<file path="config.mk">
export PLATFORM = sky130hd
export DESIGN_NAME = ipv4_dotted_quad_parser_flat
export DESIGN_NICKNAME = d
export VERILOG_FILES = /design/src/sv/ipv4dq_pkg.sv /design/src/sv/ipv4dq_req_if.sv /design/src/sv/ipv4dq_rsp_if.sv /design/src/sv/ipv4dq_step.sv /design/src/sv/ipv4_dotted_quad_parser.sv /design/src/flat_wrapper.sv
export SDC_FILE = /design/constraint.sdc
export NUM_CORES = 1
export LEC_CHECK = 0
export BUFFER_PORTS_ARGS = -buffer_cell sky130_fd_sc_hd__buf_2
export CAP_MARGIN = 30
export CORE_MARGIN = 3
export CORE_UTILIZATION = 53
export DETAILED_ROUTE_END_ITERATION = 12
export GPL_TIMING_DRIVEN = 0
export PLACE_DENSITY = 0.81
export SYNTH_ARGS = -nofsm -noshare
export SYNTH_HDL_FRONTEND = slang
export SYNTH_SLANG_ARGS = --single-unit
export TNS_END_PERCENT = 10
</file>
<file path="constraint.sdc">
create_clock -name clk_i -period 4.2 [get_ports clk_i]
set_input_delay 0.63 -clock clk_i [delete_from_list [all_inputs] [get_ports clk_i]]
set_output_delay 0.63 -clock clk_i [all_outputs]
set_load 0.01 [all_outputs]
</file>
<file path="src/sv/ipv4dq_pkg.sv">
// shared types and constants of the dotted-quad address parser
package ipv4dq_pkg;

  localparam int unsigned COUNT_WIDTH    = 16;
  localparam int unsigned CONSUMED_WIDTH = 16;
  localparam int unsigned ADDR_WIDTH     = 32;

  localparam logic [11:0] OCTET_MAX     = 12'd255;
  localparam logic [2:0]  OCTETS_NEEDED = 3'd4;
  localparam logic [7:0]  DOT_CHAR      = 8'h2E;
  localparam logic [7:0]  ZERO_CHAR     = 8'h30;
  localparam logic [7:0]  DIGIT_MAX     = 8'd9;

  typedef struct packed {
    logic [ADDR_WIDTH-1:0] octet_store;
    logic [7:0]            current_octet;
    logic [2:0]            octet_count;
    logic                  digit_seen;
    logic                  skip_rest;
  } parse_state_t;

  typedef struct packed {
    logic                      success;
    logic [ADDR_WIDTH-1:0]     address;
    logic [CONSUMED_WIDTH-1:0] consumed;
  } result_t;

endpackage

</file>
<file path="src/sv/ipv4dq_req_if.sv">
// request channel: one text byte with its last flag
interface ipv4dq_req_if;
  logic       valid;
  logic       ready;
  logic [7:0] text_byte;
  logic       last_byte;

  modport source (output valid, output text_byte, output last_byte, input ready);
  modport sink (input valid, input text_byte, input last_byte, output ready);
endinterface

</file>
<file path="src/sv/ipv4dq_rsp_if.sv">
// result channel: parse outcome per buffer
interface ipv4dq_rsp_if;
  logic        valid;
  logic        ready;
  logic        success;
  logic [31:0] address;
  logic [15:0] consumed;

  modport source (output valid, output success, output address, output consumed,
                  input ready);
  modport sink (input valid, input success, input address, input consumed,
                output ready);
endinterface

</file>
<file path="src/sv/ipv4dq_step.sv">
// per-byte parser update and end-of-buffer result
module ipv4dq_step #(
  parameter int unsigned CountWidth = ipv4dq_pkg::COUNT_WIDTH
) (
  input  ipv4dq_pkg::parse_state_t state_i,
  input  logic [CountWidth-1:0]    count_i,
  input  logic [7:0]               byte_i,
  input  logic                     last_i,
  output ipv4dq_pkg::parse_state_t state_o,
  output logic [CountWidth-1:0]    count_o,
  output ipv4dq_pkg::result_t      result_o
);

  logic [7:0]                nibble;
  logic                      is_digit;
  logic [11:0]               new_value;
  logic                      fail;
  logic                      bump;
  ipv4dq_pkg::parse_state_t  nxt;
  logic [CountWidth-1:0]     cnt;

  assign nibble    = byte_i - ipv4dq_pkg::ZERO_CHAR;
  assign is_digit  = (nibble <= ipv4dq_pkg::DIGIT_MAX);
  assign new_value = {1'b0, state_i.current_octet, 3'b000}
                   + {3'b000, state_i.current_octet, 1'b0}
                   + {4'b0000, nibble};

  always_comb begin
    nxt  = state_i;
    fail = 1'b0;
    bump = 1'b0;
    if (!state_i.skip_rest) begin
      if (is_digit) begin
        if (new_value > ipv4dq_pkg::OCTET_MAX) begin
          fail = 1'b1;
        end else begin
          nxt.current_octet = new_value[7:0];
          if (!state_i.digit_seen) begin
            if (state_i.octet_count >= ipv4dq_pkg::OCTETS_NEEDED) begin
              fail = 1'b1;
            end else begin
              nxt.octet_count = state_i.octet_count + 3'd1;
              nxt.digit_seen  = 1'b1;
              bump            = 1'b1;
            end
          end else begin
            bump = 1'b1;
          end
        end
      end else if (byte_i == ipv4dq_pkg::DOT_CHAR) begin
        if (!state_i.digit_seen || state_i.octet_count >= ipv4dq_pkg::OCTETS_NEEDED) begin
          fail = 1'b1;
        end else begin
          nxt.octet_store   = {state_i.octet_store[ipv4dq_pkg::ADDR_WIDTH-9:0],
                               state_i.current_octet};
          nxt.current_octet = '0;
          nxt.digit_seen    = 1'b0;
          bump              = 1'b1;
        end
      end else begin
        nxt.skip_rest = 1'b1;
      end
    end
    if (fail) begin
      nxt.octet_count = '0;
      nxt.skip_rest   = 1'b1;
    end
    cnt = count_i;
    if (bump && (count_i != {CountWidth{1'b1}})) begin
      cnt = count_i + {{(CountWidth-1){1'b0}}, 1'b1};
    end
  end

  always_comb begin
    result_o.success = (nxt.octet_count == ipv4dq_pkg::OCTETS_NEEDED);
    if (result_o.success) begin
      result_o.address  = {nxt.octet_store[ipv4dq_pkg::ADDR_WIDTH-9:0], nxt.current_octet};
      result_o.consumed = ipv4dq_pkg::CONSUMED_WIDTH'(cnt);
    end else begin
      result_o.address  = '0;
      result_o.consumed = '0;
    end
    if (last_i) begin
      state_o = '0;
      count_o = '0;
    end else begin
      state_o = nxt;
      count_o = cnt;
    end
  end

endmodule

</file>
<file path="src/sv/ipv4_dotted_quad_parser.sv">
// top level of the streaming dotted-quad address parser
// order: a byte is registered on acceptance, then updates the parser state;
//   the result of a buffer is registered when its last byte updates the state
// throughput: one byte per cycle unless a last byte waits on an untaken result
// reset: asynchronous, clears parser state, byte counter and both valid flags
module ipv4_dotted_quad_parser #(
  parameter int unsigned CountWidth = ipv4dq_pkg::COUNT_WIDTH
) (
  input  logic               clk_i,
  input  logic               rst_ni,
  ipv4dq_req_if.sink         req_i,
  ipv4dq_rsp_if.source       rsp_o
);

  logic                      in_valid_q;
  logic [7:0]                in_byte_q;
  logic                      in_last_q;
  logic                      advance;

  ipv4dq_pkg::parse_state_t  state_q, state_d;
  logic [CountWidth-1:0]     count_q, count_d;
  ipv4dq_pkg::result_t       result_d, result_q;
  logic                      out_valid_q, out_valid_d;

  assign advance     = in_valid_q && (!in_last_q || !out_valid_q || rsp_o.ready);
  assign req_i.ready = !in_valid_q || advance;

  always_ff @(posedge clk_i or negedge rst_ni) begin
    if (!rst_ni) begin
      in_valid_q <= 1'b0;
    end else if (req_i.ready) begin
      in_valid_q <= req_i.valid;
    end
  end

  always_ff @(posedge clk_i) begin
    if (req_i.valid && req_i.ready) begin
      in_byte_q <= req_i.text_byte;
      in_last_q <= req_i.last_byte;
    end
  end

  ipv4dq_step #(
    .CountWidth (CountWidth)
  ) u_step (
    .state_i  (state_q),
    .count_i  (count_q),
    .byte_i   (in_byte_q),
    .last_i   (in_last_q),
    .state_o  (state_d),
    .count_o  (count_d),
    .result_o (result_d)
  );

  always_ff @(posedge clk_i or negedge rst_ni) begin
    if (!rst_ni) begin
      state_q <= '0;
      count_q <= '0;
    end else if (advance) begin
      state_q <= state_d;
      count_q <= count_d;
    end
  end

  always_comb begin
    out_valid_d = out_valid_q;
    if (advance && in_last_q) begin
      out_valid_d = 1'b1;
    end else if (rsp_o.ready) begin
      out_valid_d = 1'b0;
    end
  end

  always_ff @(posedge clk_i or negedge rst_ni) begin
    if (!rst_ni) begin
      out_valid_q <= 1'b0;
    end else begin
      out_valid_q <= out_valid_d;
    end
  end

  always_ff @(posedge clk_i) begin
    if (advance && in_last_q) begin
      result_q <= result_d;
    end
  end

  assign rsp_o.valid    = out_valid_q;
  assign rsp_o.success  = result_q.success;
  assign rsp_o.address  = result_q.address;
  assign rsp_o.consumed = result_q.consumed;

endmodule

</file>
<file path="src/flat_wrapper.sv">
// flat-port wrapper written by rule: the top's interface ports become plain ports
module ipv4_dotted_quad_parser_flat 
#(
  parameter int unsigned CountWidth = ipv4dq_pkg::COUNT_WIDTH
)
  (clk_i, rst_ni, req_i_valid, req_i_text_byte, req_i_last_byte, req_i_ready, rsp_o_valid, rsp_o_success, rsp_o_address, rsp_o_consumed, rsp_o_ready);
  ipv4dq_req_if req_i_i ();
  ipv4dq_rsp_if rsp_o_i ();
  input  logic clk_i;
  input  logic rst_ni;
  input wire logic [$bits(req_i_i.valid)-1:0] req_i_valid;
  input wire logic [$bits(req_i_i.text_byte)-1:0] req_i_text_byte;
  input wire logic [$bits(req_i_i.last_byte)-1:0] req_i_last_byte;
  output wire logic [$bits(req_i_i.ready)-1:0] req_i_ready;
  output wire logic [$bits(rsp_o_i.valid)-1:0] rsp_o_valid;
  output wire logic [$bits(rsp_o_i.success)-1:0] rsp_o_success;
  output wire logic [$bits(rsp_o_i.address)-1:0] rsp_o_address;
  output wire logic [$bits(rsp_o_i.consumed)-1:0] rsp_o_consumed;
  input wire logic [$bits(rsp_o_i.ready)-1:0] rsp_o_ready;
  assign req_i_i.valid = req_i_valid;
  assign req_i_i.text_byte = req_i_text_byte;
  assign req_i_i.last_byte = req_i_last_byte;
  assign req_i_ready = req_i_i.ready;
  assign rsp_o_valid = rsp_o_i.valid;
  assign rsp_o_success = rsp_o_i.success;
  assign rsp_o_address = rsp_o_i.address;
  assign rsp_o_consumed = rsp_o_i.consumed;
  assign rsp_o_i.ready = rsp_o_ready;
  ipv4_dotted_quad_parser #(.CountWidth(CountWidth)) u_core (.clk_i(clk_i), .rst_ni(rst_ni), .req_i(req_i_i), .rsp_o(rsp_o_i));
endmodule
</file>
---- Word level (Yosys, flattened, before mapping) ----
Cells that the tools add are included.
W data, S select, Z words.
word-level totals
  register bits ........................... 113
  bits of input ports ..................... 13
  output and inout port bits .............. 51
  word-level logic and storage cells ...... 77
operators by class
  add/subtract/negate cells ............... 5
  $lt $le $gt $ge ......................... 3
  eq/ne operators ......................... 6
  mux-type cells .......................... 35
  reduce and logical (&&, ||, !) cells .... 15
operator list
  operator                 count
  $mux W37                 2
  $mux W32                 2
  $mux W16                 2
  $mux W24                 1
  $mux W1                  22
  $add A16 B1 Y16 const B  1
  $ne A16 B16 Y1 const B   1
  $add A11 B9 Y12          1
  $add A12 B8 Y12          1
  $gt A12 B8 Y1 const B    1
  $mux W12                 1
  $eq A8 B6 Y1 const B     1
  $le A8 B4 Y1 const B     1
  $mux W4                  2
  $mux W8                  1
  $sub A8 B6 Y8 const B    1
  $mux W3                  2
  $ne A3 B2 Y1 const B     2
  $reduce_and A5 Y1        1
  $logic_and A1 B1 Y1      4
  $logic_not A1 Y1         4
  $logic_or A1 B1 Y1       4
  $add A3 B1 Y3 const B    1
  $eq A3 B3 Y1 const B     1
  other kinds (4)          4

---- Depth between registers and ports, before layout ----
Gate-level depths: netlist of the first run.
  depth after elaboration ................. 9
  depth in mapped cells ................... 16
  depth with buffers taken out ............ 13

---- Hierarchy ----
From an unflattened synthesis of the first run, not the netlist that was laid out.
unflattened totals
  cell total of the unflattened synthesis .. 755
  area, all modules ....................... 7694.9 um^2
by module, submodules not included
  module                   times used  cells each  area each (um^2)  seq. area each (um^2)
  ipv4_dotted_quad_parser  1           414         5519.0            3318.2
  ipv4dq_step              1           341         2175.8            0.0

---- Worst setup path after synthesis of the first run ----
No wires, ideal clock.
  path type ............................... register to register
  start ................................... register u_core.in_byte_q[4]
  end ..................................... register u_core.result_q, in the netlist u_core.rsp_o.consumed[1] (data pin)
  setup time .............................. 0.266 ns
  arrival time ............................ 3.609 ns
  data required time ...................... 3.934 ns
  slack ................................... 0.325 ns
  stages on the path, launching flop included .. 15
  buffers on the path ..................... 2
  period minus slack after synthesis ...... 3.875 ns
  cell sequence ........................... edfxtp_1 > a21oi_1 > xor2_1 > fa_1 > ha_1 > clkbuf_1 > nand2_1 > nand2_1 > a21oi_1 > o41a_1 > a2111o_1 > buf_6 > a21oi_2 > mux2i_1 > nor2_1
on the way
  longest elaborated chain between the ends .. 8
  elaborated cells between the ends (all ways) .. 20
  classes of those cells .................. 2 x add/sub; 2 x order compare; 2 x eq/ne; 13 x mux; 1 x reduce/logical
RTL lines
  item                                                   RTL line                              RTL
  start: declaration                                     ipv4_dotted_quad_parser.sv:16         logic [7:0] in_byte_q;
  start signal: assignment                               ipv4_dotted_quad_parser.sv:38         in_byte_q <= req_i.text_byte;
  $sub A8 B6 Y8                                          ipv4dq_step.sv:22                     assign nibble = byte_i - ipv4dq_pkg::ZERO_CHAR;
  $add A12 B8 Y12                                        ipv4dq_step.sv:26                     + {4'b0000, nibble};
  $gt A12 B8 Y1                                          ipv4dq_step.sv:34                     if (new_value > ipv4dq_pkg::OCTET_MAX) begin
  $mux W12 / $mux W1 (equally long branches)             ipv4dq_step.sv:34
  $mux W3 / $mux W1 (equally long branches)              ipv4dq_step.sv:33                     if (is_digit) begin
  $mux W37 / $mux W1 (equally long branches)             ipv4dq_step.sv:32                     if (!state_i.skip_rest) begin
  $mux W3 / $logic_and A1 B1 Y1 (equally long branches)  ipv4dq_step.sv:64, ipv4dq_step.sv:69
  $eq A3 B3 Y1 / $mux W16 (equally long branches)        ipv4dq_step.sv:75, ipv4dq_step.sv:69
  end signal: assignment                                 ipv4_dotted_quad_parser.sv:84         result_q <= result_d;
  end: declaration                                       ipv4_dotted_quad_parser.sv:22         ipv4dq_pkg::result_t result_d, result_q;
Parallel ways exist; a longest one is shown, timed or not. The select of a mux whose other input is x is not followed.
A chain may end at the register's enable or synchronous reset.

---- Final worst setup path of the first run ----
  start ................................... register u_core.in_byte_q[5]
  end ..................................... register u_core.result_q, in the netlist u_core.rsp_o.consumed[2] (data pin)
The elaborated chain is that of the path after synthesis.

==> results.ini, run 1 <==
[status]
status=complete, but fails checks
violations=negative setup slack

[yosys]
netlist_instances=565
synth_cell_type_count=64
synth_edf_count=58
syn_nets=601
syn_avg_cell_area_um2=10.5
synth-async-reset-ratio=0.487
synth_seq_cells=113
synth_top_cell_by_area=edfxtp_1
synth_seq_area_share=0.525
post-synth-top-area-fraction=0.293
netlist_area_um2=5940
yosys_most_used_dff=edfxtp_1
ys_top_cells_by_area=edfxtp_1, dfrtp_1, nand2_1
yosysWarnings=0

[placed_design]
port_buffers=63
gp_congestion=0.923
place_ws_ns=-0.271
placed_cell_area_um2=6470
dp_hpwl_mm=9.77

[worst_setup_path]
cp.required_ns=4.47
start_kind=flip-flop
slowest_delay_ns=0.58
crit_end=u_core.rsp_o.consumed[2]
r2r_end=u_core.rsp_o.consumed[2]
endpoint_kind=flip-flop
worst_path_dominant_cell_family=compound AO/OA/AOI/OAI gates
path_max_fanout=10
critPathKind=flip-flop to flip-flop
path_buf_inv=1
r2r_start=u_core.in_byte_q[5]
crit_start=u_core.in_byte_q[5]
r2r_cells=13
cp_num_cells=13
r2r_slack_ns=-0.02
arrival_ns=4.49
path_common_cell=o211ai_1
cpMaxStageDelayCell=a2111o_1
path_cells=ha_2, xnor2_2, fa_1, ha_4, o211ai_1, o211ai_1, a21oi_1, o41a_1, a2111o_1, buf_8, a211oi_4, xnor2_1, nor2_1

[clocking]
path_clk_slew_ns=0.06
cts-root-buf=clkbuf_8
htree_levels=4
cts_tree=built
clockBufferDepth=2
numCtsBuffers=17
insertion_delay_ns=0.53
clock-sinks=113
postCtsHoldBufs=0

[sta]
worst_slack_ns=-0.0183
min_period_ns=4.22
hold_slack_ns=0.0594
final.setup.tns_ns=-0.0215
setup_viol=2
fin_worst_skew_ns=0.00677
hold_viol=0
fin_crit_sh=1.00
tightest_slew_ns=0.815
grt_setup_unrepaired=true
maxSlewViolCount=0
fmax_ghz=0.237
slew_headroom=0.452

[routing]
drt_wl_total_mm=14.7
remaining_drc_errors=0
dr.pass1.iters=5
via_per_inst=6.09
vias=4927
drtAntennaViolNets=0
drt_iter0_markers=528
wire_per_inst_um=18.1

[floorplan]
ios=64
fp.dieArea_um2=12500
row_count=38
start_util=0.546
die_w_um=112
dieHeight_um=112
core_area_um2=10900

[finish]
stdcell_area_um2=7290
nNetsFinal=692
antennaDiodeCount=0
area_growth_pct=22.8
drive_gt1_frac=0.233

[global_route]
track_usage=0.238
grt_pass1_wl_mm=23.8
grt-ovfl-total=0
grt_max_degree=37
grt_pass1_vias=4727
antenna_found_initial=0

[power]
power_density_nw_per_um2=408
ir_drop_v=0.000249
power_mw=2.97
power.leakage_nw=2.91

[min_path]
min_path_type=input port to async pin

[job]
max_cap_violations=0

## synth_stat cells, types with 8 or more instances
master,number
xnor2_1,16
and2_1,8
nor2_1,46
ha_1,17
nand2_1,78
a21oi_1,46
inv_1,26
clkbuf_1,20
nand3_1,16
a22o_1,29
o21ai_0,22
edfxtp_1,58
dfrtp_1,55
## where the power goes
part           total (mW)  leakage, nW  internal [mW]  switching, mW
Combinational       0.224         1.29         0.0882          0.135
Sequential           1.25         1.33           1.21         0.0379
Clock                1.50        0.290          0.978          0.522
Total                2.97         2.91           2.28          0.695
## registers in the layout, indices dropped and copies added (netlist names)
register / cells
u_core.state_q: 37
u_core.in_byte_q: 8
u_core.in_last_q: 1
u_core.rsp_o.success: 1
u_core.rsp_o.valid: 1
u_core.count_q: 16
u_core.rsp_o.consumed: 16
u_core.in_valid_q: 1
u_core.rsp_o.address: 32
## worst reg2reg max path, stage by stage, from the launching register on
cell and delay (ns):
edfxtp_1 0.46, ha_2 0.24, xnor2_2 0.14, fa_1 0.49, ha_4 0.31, o211ai_1 0.11
o211ai_1 0.25, a21oi_1 0.14, o41a_1 0.48, a2111o_1 0.58, buf_8 0.22, a211oi_4 0.27
xnor2_1 0.21, nor2_1 0.07
## per-layer routing
metal,wire length [um],up-vias,global-route usage
met4,406,0,0.104
met1,6110,2415,0.313
li1,-,2223,-
met3,1020,45,0.0505
met2,7120,244,0.382
met5,0,-,0
## how the worst min path moves through the flow
stage,end,cells past startpoint,slack [ns]
finish,u_core.state_q[30],1,0.06
detailed placement,u_core.state_q[36],1,0.47
floorplan,u_core.count_q[0],0,0.33
CTS,u_core.state_q[30],1,0.06
global placement,u_core.state_q[36],1,0.46
global route,u_core.state_q[30],1,0.08
## placed cells by master, fill, tap and decap left out, types with 6 or more instances in the layout
master / count
fa_1: 6
nand3_1: 16
and2_1: 8
clkbuf_1: 16
a22o_1: 29
clkbuf_16: 16
dfrtp_1: 53
nor3_1: 6
o211ai_1: 6
inv_1: 25
nand2_1: 78
o21ai_0: 21
edfxtp_1: 58
ha_1: 13
a21oi_1: 42
a211oi_4: 6
nor2_1: 45
xnor2_1: 15
nor3b_1: 6
buf_2: 69
buf_4: 9
and3_1: 6
## repair_timing
item	in CTS	in global routing
pin swaps	2	6
buffers inserted	0	8
gates resized for setup	10	23
cloned	0	0
setup endpoints to repair	60	76
## cells by family (layout without fill, tap and decap cells)
group / after synthesis / count (layout) / synth area share
AND/OR/NAND/NOR: 196 / 196 / 0.156
AO/OA/AOI/OAI: 152 / 152 / 0.185
flip-flops: 113 / 113 / 0.525
buffers and inverters: 55 / 159 / 0.0381
adder cells (fa/ha/maj): 23 / 23 / 0.0560
XOR/XNOR: 19 / 19 / 0.0280
multiplexers: 7 / 7 / 0.0122
## final cells by class
| class | instances | area (um^2) |
|---|---|---|
| Fill cell | 778 | 3590 |
| Sequential cell | 113 | 3120 |
| Multi-Input combinational cell | 397 | 2730 |
| Clock buffer | 19 | 432 |
| Timing Repair Buffer | 73 | 415 |
| Clock inverter | 13 | 186 |
| Tap cell | 140 | 175 |
| Buffer | 28 | 139 |
| Inverter | 26 | 97.6 |
## stage by stage
stage,instances,util
6_report,809,0.670
5_1_grt,809,0.670
4_1_cts,802,0.655
3_5_place_dp,770,0.594
3_3_place_gp,768,0.591
2_1_floorplan,565,-
(Power assumes the default switching activity.)
==> run 2, diff against run 1 <==
ABC_AREA = 1   (was default)
CORE_UTILIZATION = 54   (was 53)
HOLD_SLACK_MARGIN = 0.03   (was default)
PLACE_DENSITY = 0.82   (was 0.81)
==> run 2 against run 1 <==
Net effect:
- the run now ends clean
- final cell count up 15%
- worst hold slack better by 0.074 ns
- final area about the same
- via count up 1.9%
- critical path type unchanged
- largest power group unchanged
- highest routed layer unchanged
==> results.ini, run 2 <==
[worst_setup_path]
cpMaxStageDelayCell=edfxtp_1
path_common_cell=nand2_1
path_cells=ha_1, or2_0, nand2_1, inv_1, fa_1, ha_1, nand2_1, nand2_1, a21oi_2, nand2_1, nand2_1, nand2_1, nor2_4, nand4_1, nand2_2, buf_2, nand3_1, nand2_1, nor2_4
r2r_cells=19  ; +6
r2r_start=u_core.in_byte_q[4]
cp.required_ns=4.37  ; -0.10 ns
path_max_fanout=10  ; unchanged
endpoint_kind=flip-flop
critPathKind=flip-flop to flip-flop
start_kind=flip-flop
crit_start=u_core.in_byte_q[4]
slowest_delay_ns=0.49  ; -0.09 ns
arrival_ns=4.05  ; -0.44 ns

[floorplan]
ios=64  ; unchanged
dieHeight_um=112  ; +0.28%
start_util=0.557  ; +0.0111
die_w_um=112  ; +0.28%
row_count=38  ; unchanged
fp.dieArea_um2=12600  ; +0.56%
core_area_um2=10900  ; +0.44%

[global_route]
grt_max_degree=40  ; +8.1%
track_usage=0.243  ; +0.00541
grt_pass1_vias=5084  ; +7.6%
antenna_found_initial=0  ; unchanged
gr-max-usage-layer=met2
grt_util_met3=0.0415  ; -0.00903
grt_pass1_wl_mm=24.4  ; +2.5%
grt-ovfl-total=0  ; unchanged
global_route.usage.met1=0.318  ; +0.00471
met2_usage=0.405  ; +0.0224

[power]
combPwrFrac=0.073  ; -0.002
power_density_nw_per_um2=423  ; +3.7%
switching_power_mw=0.666  ; -4.3%
p_sw_frac=0.216  ; -0.0178
seqPwrFrac=0.398  ; -0.022
power.leakage_nw=3.37  ; +16%
ir_drop_v=0.000287  ; +15%
intPower_mw=2.42  ; +6.0%
power_mw=3.08  ; +3.6%
p_clk_frac=0.529  ; +0.025

[sta]
hold_slack_ns=0.133  ; +0.0740 ns
tightest_slew_ns=0.649  ; -0.166 ns
min_period_ns=3.88  ; -0.342 ns
setup_viol=0  ; -2
fmax_ghz=0.258  ; +8.8%
slew_headroom=0.567  ; +0.115
fin_worst_skew_ns=0.0124  ; +0.00559 ns
fin_crit_sh=0.923  ; -0.0814
maxSlewViolCount=0  ; unchanged
final.setup.tns_ns=0  ; +0.0215 ns
grt_setup_unrepaired=false
hold_viol=0  ; unchanged

[finish]
largest_register_ffs=37  ; unchanged
largest_register=u_core.state_q
stdcell_area_um2=7290  ; about the same
drive_gt1_frac=0.176  ; -0.0569
final_cell_mix=nand2_1, inv_1, buf_2
layout_commonest_cell=nand2_1
antennaDiodeCount=0  ; unchanged
fin_cells=934  ; +15%
nNetsFinal=817  ; +18%
area_growth_pct=19.7

[placed_design]
placed_cell_area_um2=6620  ; +2.3%
placed_cells=902  ; +17%
dp_hpwl_mm=10.1  ; +3.8%
gp_congestion=0.930  ; +0.76%
port_buffers=63  ; unchanged

[clocking]
postCtsSetupBuffers=0  ; unchanged
htree_levels=4  ; unchanged
cts-root-buf=clkbuf_16
ctsResizeCount=0  ; -10
clock-sinks=113  ; unchanged
clockBufferDepth=2  ; unchanged
insertion_delay_ns=0.42  ; -0.11 ns
postCtsHoldBufs=0  ; unchanged
path_clk_slew_ns=0.06  ; about the same
numCtsBuffers=17  ; unchanged
cts_tree=built

[yosys]
ys_top_cells_by_area=edfxtp_1, dfrtp_1, nand2_1
synth_seq_area_share=0.512  ; -0.0127
syn_avg_cell_area_um2=8.74  ; -17%
syn_nets=733  ; +22%
synth_seq_cells=113  ; unchanged
yosys_most_used_dff=edfxtp_1
yosysWarnings=0  ; unchanged
netlist_area_um2=6090  ; +2.5%
synth_edf_count=58  ; unchanged
synth-async-reset-ratio=0.487  ; unchanged
synth_cell_type_count=43  ; -33%
post-synth-top-area-fraction=0.286  ; -0.00711
synth_top_cell_by_area=edfxtp_1
yosysMostFrequentCell=nand2_1
netlist_top_cells_count=nand2_1, inv_1, nor2_1
netlist_instances=697  ; +23%

[min_path]
min_path_type=input port to async pin

[routing]
wire_per_inst_um=15.5  ; -14%
via_per_inst=5.37  ; -12%
dr.pass1.iters=5  ; unchanged
drt_wl_total_mm=14.5  ; -1.2%
drtAntennaViolNets=0  ; unchanged
drt_iter0_markers=533  ; +0.95%
vias=5020  ; +1.9%
remaining_drc_errors=0  ; unchanged

[job]
max_cap_violations=0  ; unchanged

[status]
status=finished clean

run 2: cell types whose count changed in the layout (fill, tap and decap cells not counted), moves of 11 or more:
| cell | before | now |
|---|---|---|
| o21ai_0 | 21 | 32 |
| nor2_4 | 0 | 11 |
| inv_1 | 25 | 94 |
| o22ai_1 | 1 | 27 |
| nand3_1 | 16 | 41 |
| nor2_1 | 45 | 64 |
| a21oi_1 | 42 | 6 |
| nand2_1 | 78 | 189 |
| a22o_1 | 29 | 0 |
run 2: layout make-up:
| cell class | count | area, um^2 |
|---|---|---|
| clock buffer | 22 | 464 |
| timing repair buffer | 65 | 355 |
| inverter | 101 | 380 |
| buffer | 23 | 115 |
| fill | 868 | 3650 |
| clock inverter | 10 | 206 |
| tap | 140 | 175 |
| multi-input combinational | 460 | 2470 |
| sequential | 113 | 3120 |
run 2: routing by layer:
metal,wire length (um),share of wire,vias up
li1,-,-,2437
met4,311,0.021,0
met3,888,0.061,27
met1,6250,0.43,2361
met2,7030,0.49,195
met5,0,0,-
run 2: kinds of logic after synthesis:
| logic type | Yosys count | synth area share |
|---|---|---|
| AO/OA/AOI/OAI | 78 | 0.0754 |
| adder cells (fa/ha/maj) | 23 | 0.0547 |
| XOR/XNOR | 17 | 0.0245 |
| flip-flops | 113 | 0.512 |
| AND/OR/NAND/NOR | 342 | 0.252 |
| buffers and inverters | 124 | 0.0814 |
run 2: power groups by stage:
stage | Combinational (mW) | Clock (mW) | Sequential, mW
2_1_floorplan | 0.125 | 0 | 1.25
3_3_place_gp | 0.213 | 0 | 1.25
3_5_place_dp | 0.223 | 0 | 1.25
4_1_cts | 0.226 | 1.64 | 1.23
5_1_grt | 0.249 | 1.69 | 1.23
6_report | 0.225 | 1.63 | 1.23
run 2: final timing paths:
kind,end,slack [ns]
worst max register to register,u_core.rsp_o.consumed[10],0.32
worst min register to register,u_core.rsp_o.valid,0.55
worst min-delay path,u_core.state_q[31],0.13
worst max-delay path,u_core.rsp_o.consumed[10],0.32
min in group clk_i,u_core.in_byte_q[2],0.38
max in group asynchronous,u_core.count_q[10],3.50
run 2: critical path, delay by kind of cell (launching register included):
kind | cells | cell delay, ns
simple gates | 13 | 1.52
fa+ha+maj | 3 | 1.06
flops | 1 | 0.49
buf+inv | 2 | 0.35
compound gates | 1 | 0.18
run 2: stage by stage:
stage | util | setup WS, ns
6_report | 0.667 | 0.324
4_1_cts | 0.667 | 0.339
2_1_floorplan | - | 0.826
3_3_place_gp | 0.602 | 0.354
5_1_grt | 0.667 | 0.0788
3_5_place_dp | 0.605 | 0.336
==> run 3, diff against run 2 <==
PLACE_DENSITY = 0.77   (was 0.82)
clock period = 3.11 ns   (was 4.2 ns; I/O delays follow)
==> run 3 against run 2 <==
Net effect:
- the run now ends with negative setup slack left
- core utilization grew 3.7 points
- via count is 3.2% higher
- first-iteration DRC count is 24% lower
- die area is the same
- sequential share of layout area decreased by 2.2 points
- register-to-register slack worse by 0.89 ns
- critical endpoint is now u_core.rsp_o.address[5]
- largest cell class unchanged
==> results.ini, run 3 (synthesized netlist as in run 2, its figures left out) <==
[finish]
largest_register=u_core.state_q
drive_gt1_frac=0.273  ; +0.0962
layout_commonest_cell=nand2_1
largest_register_ffs=37  ; unchanged
fin_cells=951  ; +1.8%
antennaDiodeCount=0  ; unchanged
nNetsFinal=834  ; +2.1%
area_growth_pct=26.3
final_cell_mix=nand2_1, inv_1, buf_2

[routing]
drtAntennaViolNets=0  ; unchanged
dr.pass1.iters=5  ; unchanged
via_per_inst=5.45  ; +1.4%
drt_iter0_markers=407  ; -24%
drt_wl_total_mm=15.1  ; +4.0%
remaining_drc_errors=0  ; unchanged
vias=5182  ; +3.2%
wire_per_inst_um=15.8  ; +2.1%

[sta]
min_period_ns=3.67  ; -0.202 ns
tightest_slew_ns=0.617  ; -0.0323 ns
maxSlewViolCount=0  ; unchanged
worst_slack_ns=-0.564  ; -0.888 ns
fmax_ghz=0.272  ; +5.5%
grt_setup_unrepaired=true
hold_viol=0  ; unchanged
fin_worst_skew_ns=0.00752  ; -0.00484 ns
fin_crit_sh=1.18  ; +0.258
setup_viol=77  ; +77
final.setup.tns_ns=-30.40  ; -30.40 ns
slew_headroom=0.589  ; +0.0216

[min_path]
min_path_type=input port to async pin

[floorplan]
row_count=38  ; unchanged
start_util=0.557  ; unchanged
ios=64  ; unchanged
core_area_um2=10900  ; unchanged
dieHeight_um=112  ; unchanged
fp.dieArea_um2=12600  ; unchanged
die_w_um=112  ; unchanged

[worst_setup_path]
cp.required_ns=3.39  ; -0.98 ns
path_max_fanout=5  ; -5
cpMaxStageDelayCell=fa_1
r2r_cells=21  ; +2
endpoint_kind=flip-flop
start_kind=flip-flop
slowest_delay_ns=0.58  ; +0.09 ns
path_common_cell=nand2_2
worst_path_dominant_cell_family=simple AND/OR/NAND/NOR gates
crit_start=u_core.in_byte_q[5]
r2r_start=u_core.in_byte_q[5]
critPathKind=flip-flop to flip-flop
path_buf_inv=3  ; +1
cp_num_cells=21  ; +2
arrival_ns=3.95  ; -0.10 ns
path_cells=ha_2, or2_0, nand2_1, inv_2, fa_1, ha_4, nand2_2, nand2_2, a21oi_2, nand2_1, nand2_1, nand2_2, nor2_4, nand3_2, a21oi_4, nand2_2, nor2_4, nand2_4, buf_4, clkbuf_16, nor2_1

[power]
power.leakage_nw=3.49  ; +3.4%
ir_drop_v=0.000465  ; +62%
power_density_nw_per_um2=510  ; +21%

[status]
violations=negative setup slack
status=complete, but fails checks

[placed_design]
port_buffers=63  ; unchanged
placed_cells=902  ; unchanged
gp_congestion=0.941  ; +1.2%
dp_hpwl_mm=10.2  ; +0.45%

[clocking]
clockBufferDepth=2  ; unchanged
cts_tree=built
htree_levels=4  ; unchanged
cts-root-buf=clkbuf_16
path_clk_slew_ns=0.06  ; about the same
postCtsHoldBufs=0  ; unchanged
clock-sinks=113  ; unchanged
insertion_delay_ns=0.42  ; about the same
numCtsBuffers=17  ; unchanged

[job]
max_cap_violations=0  ; unchanged

[global_route]
grt-ovfl-total=0  ; unchanged
grt_pass1_vias=5099  ; +0.30%
grt_pass1_wl_mm=24.3  ; -0.37%
grt_max_degree=33  ; -18%
track_usage=0.242  ; -0.00152
antenna_found_initial=0  ; unchanged

## run 3: what timing repair did
action                     4_1_cts  5_1_grt
setup endpoints to repair       76       78
pin swaps                        6       24
gates resized for setup         17       58
buffers inserted                 5        8
gates cloned                     1        3
## run 3: cell type report
| class | instances | area [um^2] |
|---|---|---|
| fillers | 815 | 3240 |
| flip-flops and latches | 113 | 3120 |
| multi-input cells | 460 | 2710 |
| repair buffers | 82 | 559 |
| clock buffers | 17 | 425 |
| inverters | 101 | 380 |
| well taps | 140 | 175 |
| clock inverters | 15 | 160 |
| plain buffers | 23 | 160 |
## run 3: metrics by stage
step	setup slack [ns]	area [um^2]	utilization	total power, mW	hold WS (ns)
3_5_place_dp	-0.609	6680	0.610	2.00	0.520
2_1_floorplan	-0.146	6140	-	1.88	0.171
3_3_place_gp	-0.579	6640	0.607	1.99	0.519
5_1_grt	-0.702	7690	0.703	4.04	0.104
4_1_cts	-0.431	7390	0.676	3.91	0.0806
6_report	-0.564	7690	0.703	3.92	0.0562
## run 3: report_power, final
| part | internal, mW | total [mW] | leakage, nW | switching [mW] |
|---|---|---|---|---|
| clock network | 1.18 | 1.91 | 0.274 | 0.731 |
| logic | 0.126 | 0.355 | 1.90 | 0.228 |
| registers | 1.62 | 1.65 | 1.32 | 0.0292 |
## run 3: worst register-to-register path: cells and delay by family (launching register included)
family / cells / cell delay (ns)
AO/OA/AOI/OAI: 2 / 0.36
buffers and inverters: 3 / 0.36
flip-flops: 1 / 0.43
adder cells (fa/ha/maj): 3 / 1.03
AND/OR/NAND/NOR: 13 / 1.36
## run 3: path summary, 6_finish.rpt
check                                          endpoint  slack, ns
worst max-delay path            u_core.rsp_o.address[5]      -0.56
worst min-delay path                 u_core.state_q[30]       0.06
max in group asynchronous            u_core.count_q[13]       2.46
worst min register to register       u_core.state_q[30]       0.54
min in group clk_i                  u_core.in_byte_q[1]       0.22
worst max register to register  u_core.rsp_o.address[5]      -0.56
## run 3: routing by layer
| layer | vias up | track usage | part of all wire | wire [um] |
|---|---|---|---|---|
| li1 | 2466 | - | - | - |
| met1 | 2479 | 0.316 | 0.43 | 6460 |
| met2 | 201 | 0.391 | 0.49 | 7350 |
| met3 | 36 | 0.0577 | 0.063 | 942 |
| met4 | 0 | 0.0970 | 0.021 | 313 |
| met5 | - | 0 | 0 | 0 |
